### src/rtl/core/bmm_pkg.sv
// ============================================================================
// bmm_pkg
// Shared constants and controller/datapath interface types for the
// bipartite maximum matching unit.
// ============================================================================
package bmm_pkg;

    // Default number of vertices on each side.
    localparam int MAX_VERTICES_DEF = 64;

    // Width of one adjacency row on the input word.
    localparam int ROW_W = 64;

    // Width of the vertex count register and of the result fields.
    localparam int VC_W = 7;

    // Vertex count after reset.
    localparam logic [VC_W-1:0] VC_RESET = 7'd64;

    // Commands from the controller to the datapath.
    typedef struct packed {
        logic row_wr;         // store the accepted row and advance the row pointer
        logic run_init;       // clear partners and counters before a run
        logic root_start;     // open a search from the current root vertex
        logic scan_adv;       // skip the current right vertex
        logic hit_take;       // mark the current right vertex visited, read its partner
        logic push;           // descend into the partner of the right vertex just taken
        logic pop_rd;         // drop the top frame and read the one below it
        logic top_load;       // load the top frame from the stack read data
        logic adj_from_stack; // with top_load, also fetch that frame's row
        logic aug_wr;         // record the top frame's edge in the matching
        logic root_hit;       // root ended with an augmenting path
        logic root_miss;      // root ended without an augmenting path
        logic result_load;    // load the result word and clear the row store
    } bmm_cmd_t;

    // Status from the datapath to the controller.
    typedef struct packed {
        logic u_end;        // all roots have been processed
        logic scan_end;     // the top frame has no right vertex left to try
        logic scan_hit;     // the current right vertex is adjacent and unvisited
        logic partner_free; // the right vertex just taken is unmatched
        logic depth_one;    // the stack holds only the root frame
        logic out_free;     // the result register can take a new word
    } bmm_status_t;

endpackage

### src/rtl/core/bmm_ctrl.sv
// ============================================================================
// bmm_ctrl
// Controller state machine: sequences row loading, the depth-first
// augmenting searches and the hand-off of the result word.
// ============================================================================
module bmm_ctrl (
    input  logic                 clk,
    input  logic                 rst_n,
    input  logic                 row_valid,
    input  logic                 row_last,
    output logic                 row_ready,
    input  bmm_pkg::bmm_status_t status,
    output bmm_pkg::bmm_cmd_t    cmd
);
    import bmm_pkg::*;

    localparam logic [3:0] S_IDLE  = 4'd0;
    localparam logic [3:0] S_INIT  = 4'd1;
    localparam logic [3:0] S_ROOT  = 4'd2;
    localparam logic [3:0] S_SCAN  = 4'd3;
    localparam logic [3:0] S_CHK   = 4'd4;
    localparam logic [3:0] S_POP   = 4'd5;
    localparam logic [3:0] S_AUG   = 4'd6;
    localparam logic [3:0] S_AUGLD = 4'd7;
    localparam logic [3:0] S_DONE  = 4'd8;

    logic [3:0] state_reg;
    logic [3:0] state_next;

    assign row_ready = (state_reg == S_IDLE);

    always_comb
    begin
        state_next = state_reg;
        cmd        = '0;
        unique case (state_reg)
            S_IDLE:
            begin
                if (row_valid)
                begin
                    cmd.row_wr = 1'b1;
                    if (row_last)
                    begin
                        state_next = S_INIT;
                    end
                end
            end
            S_INIT:
            begin
                cmd.run_init = 1'b1;
                state_next   = S_ROOT;
            end
            S_ROOT:
            begin
                if (status.u_end)
                begin
                    state_next = S_DONE;
                end
                else
                begin
                    cmd.root_start = 1'b1;
                    state_next     = S_SCAN;
                end
            end
            S_SCAN:
            begin
                if (status.scan_end)
                begin
                    if (status.depth_one)
                    begin
                        cmd.root_miss = 1'b1;
                        state_next    = S_ROOT;
                    end
                    else
                    begin
                        cmd.pop_rd = 1'b1;
                        state_next = S_POP;
                    end
                end
                else if (status.scan_hit)
                begin
                    cmd.hit_take = 1'b1;
                    state_next   = S_CHK;
                end
                else
                begin
                    cmd.scan_adv = 1'b1;
                end
            end
            S_CHK:
            begin
                if (status.partner_free)
                begin
                    state_next = S_AUG;
                end
                else
                begin
                    cmd.push   = 1'b1;
                    state_next = S_SCAN;
                end
            end
            S_POP:
            begin
                cmd.top_load       = 1'b1;
                cmd.adj_from_stack = 1'b1;
                state_next         = S_SCAN;
            end
            S_AUG:
            begin
                cmd.aug_wr = 1'b1;
                if (status.depth_one)
                begin
                    cmd.root_hit = 1'b1;
                    state_next   = S_ROOT;
                end
                else
                begin
                    cmd.pop_rd = 1'b1;
                    state_next = S_AUGLD;
                end
            end
            S_AUGLD:
            begin
                cmd.top_load = 1'b1;
                state_next   = S_AUG;
            end
            S_DONE:
            begin
                if (status.out_free)
                begin
                    cmd.result_load = 1'b1;
                    state_next      = S_IDLE;
                end
            end
            default:
            begin
                state_next = S_IDLE;
            end
        endcase
    end

    always_ff @(posedge clk or negedge rst_n)
    begin
        if (!rst_n)
        begin
            state_reg <= S_IDLE;
        end
        else
        begin
            state_reg <= state_next;
        end
    end

endmodule

### config.mk
export PLATFORM = sky130hd
export DESIGN_NAME = bmm_ctrl
export DESIGN_NICKNAME = d
export VERILOG_FILES = /design/src/rtl/core/bmm_pkg.sv /design/src/rtl/core/bmm_ctrl.sv
export SDC_FILE = /design/constraint.sdc
export NUM_CORES = 1
export LEC_CHECK = 0
export BUFFER_PORTS_ARGS = -buffer_cell sky130_fd_sc_hd__buf_2
export CAP_MARGIN = 5
export CORE_AREA = 2 2 39 41
export DETAILED_ROUTE_END_ITERATION = 10
export DIE_AREA = 0 0 41 43
export GPL_ROUTABILITY_DRIVEN = 0
export PLACE_DENSITY = 0.63
export SLEW_MARGIN = 20
export SYNTH_ARGS = -nofsm -noshare
export SYNTH_HDL_FRONTEND = slang
export SYNTH_SLANG_ARGS = --single-unit
export TNS_END_PERCENT = 100
### constraint.sdc
create_clock -name clk -period 3.05 [get_ports clk]
set_clock_uncertainty 0.1 [all_clocks]
set_input_delay 0.305 -clock clk [delete_from_list [all_inputs] [get_ports clk]]
set_output_delay 0.305 -clock clk [all_outputs]
set_load 0.005 [all_outputs]
==> impl_metrics.toml <==
[status]
run_status = "finished clean"

[setup_path]
critical_path_peak_fanout = 17
crit_buf_inv = 2
critical_path.endpoint_type = "output pin"
critical_path.max_stage_delay_ns = 0.66
crit_path_cell_trace = "nand2_1 -> or4_4 -> inv_2 -> buf_2"
cell_depth_of_the_worst_flop_to_flop_path = 4
arrival_ns = 1.70
cpLargestDelayFamily = "flip-flops"
reg2reg_from = "state_reg[0]"
timing.setup.critical_path_class = "register to output pin"
cpMaxStageDelayCell = "sky130_fd_sc_hd__dfrtp_1"
reg2reg_setup_slack_ns = 1.40
critPathLaunchType = "register"
critical_path.reg2reg.endpoint = "state_reg[0]"
worst_ep_required_time_ns = 2.64

[clocking]
cts_root_buffer = "sky130_fd_sc_hd__clkbuf_4"
cts.clk_slew.worst_paths_ns = 0.04
cts-buffers-inserted = 3
tritoncts = "done"
clk_path_buf_depth = 2
worstSkewPairLatency_ns = 0.23
clock_sinks = 4
ctsHtreeMaxLevel = 1

[floorplan]
die_h_um = 43
dieWidth_um = 41
start_util = 0.320
number_of_rows_created_at_floorplan = 14
fp.coreArea_um2 = 1380
die_area_um2 = 1760
boundaryPins = 24

[drt]
routedWlPerCell_um = 11.1
wirelength_um = 1050
drc = 0
drt_iter0_markers = 11
routed-via-count = 483
drt.antenna.violating_nets = 0
detail_route.vias_per_cell = 5.14
first_pass_iters = 4

[cells_and_area]
final_net_count = 90
fillerInstances = 154
final_common_cell = "sky130_fd_sc_hd__buf_2"
multi_input_area_um2 = 288
antennaDiodeCount = 0
area_growth_from_synthesis_to_layout_pct = 29.7
final_cell_mix = "23 x sky130_fd_sc_hd__buf_2, 6 x sky130_fd_sc_hd__nand2_1, 6 x sky130_fd_sc_hd__nor2_1"
drive_above_1_share = 0.462
largest_register_ff_count = 4
layout.area.seq_um2 = 100

[grt]
maximum_number_of_pins_on_one_net_before_global_route_repair = 18
antenna_found_initial = 0
globalRouteOverflowTotal = 0
grt_first_pass_wirelength_um = 1660
grt_usage = 0.135
first_global_vias = 373

[yosys]
synthDistinctLibCells = 28
synth.ff_latch_count = 4
syn_area_per_cell_um2 = 8.20
yosys.area_share.adder = 0
synth_seq_area_share = 0.226
synthCells = 54
yosys-top-cells-area = "sky130_fd_sc_hd__dfrtp_1 23%, sky130_fd_sc_hd__a2111oi_4 6.2%, sky130_fd_sc_hd__buf_6 5.1%, sky130_fd_sc_hd__nand2_1 5.1%, sky130_fd_sc_hd__nor2_1 5.1%"
yosysTopAreaCellShare = 0.226
syn_nets = 64
simple_gate_area_share_of_the_yosys_netlist = 0.407
synth-compound-area-share = 0.243
synth.area.mux_share = 0
mappedNetlistArea_um2 = 443
post_synth_xor_area_fraction = 0
ys.warnings.count = 0
yosys.area.top_type = "sky130_fd_sc_hd__dfrtp_1"
combinational_family_with_the_most_area_after_synthesis = "simple AND/OR/NAND/NOR gates"

[sta]
fmax_mhz = 475
max-slew-margin-rel = 0.657
timing.final.hold_violations = 0
finalMaxSlewViolations = 0
max_slew.worst_pin.slew_ns = 0.514
grt_setup_unrepaired = "false"
fin_tns_setup_ns = 0
final_worst_path_setup_slack_ns = 0.943
finalCritPeriodShare = 0.691
final.min_clock_period_ns = 2.11
setup-violations-final = 0

[pwr]
power.density_cell_area_nw_per_um2 = 872
peak_vdd_ir_mv = 0.315
power.static_leakage_nw = 0.297

[worst_hold_path]
hold_path_class = "input pin to asynchronous set/reset pin"

[run]
max-cap-violations = 0

[placement]
dp.final_hpwl_um = 764
pre_cts_ws_ns = 1.22
port_buffers = 23
==> report_power, final <==
group          switching [W]  internal [W]
registers          0.0000889     0.0000777
clock network      0.0000212     0.0000440
logic               0.000135      0.000134
==> what timing repair did <==
item | CTS | global route
hold buffers | 1 | 0
gates resized for setup | 0 | 0
hold endpoints to repair | 4 | 0
buffers inserted | 0 | 0
==> routing by layer <==
layer | GRT usage | part of all wire | wire length, µm
met5 | 0 | 0 | 0
met4 | 0.0800 | 0 | 0
met3 | 0.0157 | 0.043 | 45
met2 | 0.178 | 0.48 | 506
met1 | 0.201 | 0.47 | 494
==> worst max-delay path by stage <==
stage          endpoint    startpoint  cells after the start  slack (ns)
4_1_cts          cmd[9]  state_reg[0]                      4        0.97
2_1_floorplan    cmd[9]  state_reg[2]                      5        1.42
3_3_place_gp     cmd[9]  state_reg[0]                      4        1.23
3_5_place_dp     cmd[9]  state_reg[0]                      4        1.22
5_1_grt          cmd[9]  state_reg[0]                      4        0.85
6_report         cmd[9]  state_reg[0]                      4        0.94
==> stage by stage <==
step	instance area [µm²]	utilization	hold WS, ns	power [W]	cells
2_1_floorplan	443	-	-0.0906	0.000385	54
3_3_place_gp	542	0.392	0.0100	0.000436	90
3_5_place_dp	542	0.392	0.0112	0.000433	90
4_1_cts	574	0.415	0.296	0.000502	94
5_1_grt	574	0.415	0.325	0.000549	94
6_report	574	0.415	0.300	0.000501	94
==> final cells by class <==
type | count | area share
clock buffer | 3 | 0.0392
inverter | 5 | 0.0327
multi-input combinational | 42 | 0.501
sequential | 4 | 0.174
tap | 16 | 0.0349
timing repair buffer | 24 | 0.218
==> synthesized netlist by cell type (all sizes together) <==
cell	number
nor3	4
a2111o	1
or4	1
nand2b	2
buf	2
o21ai	2
nand2	7
dfrtp	4
o31ai	1
inv	5
clkbuf	1
nand3b	1
nand3	1
and2b	1
nor4	3
and3	1
a31oi	1
nor2	6
and2	2
a2111oi	2
o2111ai	1
a21oi	4
o21bai	1
==> cell families after synthesis <==
group                  count (synthesis)
AOI/OAI and AO/OA                     13
buffers and inverters                  8
DFF                                    4
and+or+nand+nor                       29
No activity file was read; power rests on OpenSTA's default activity.
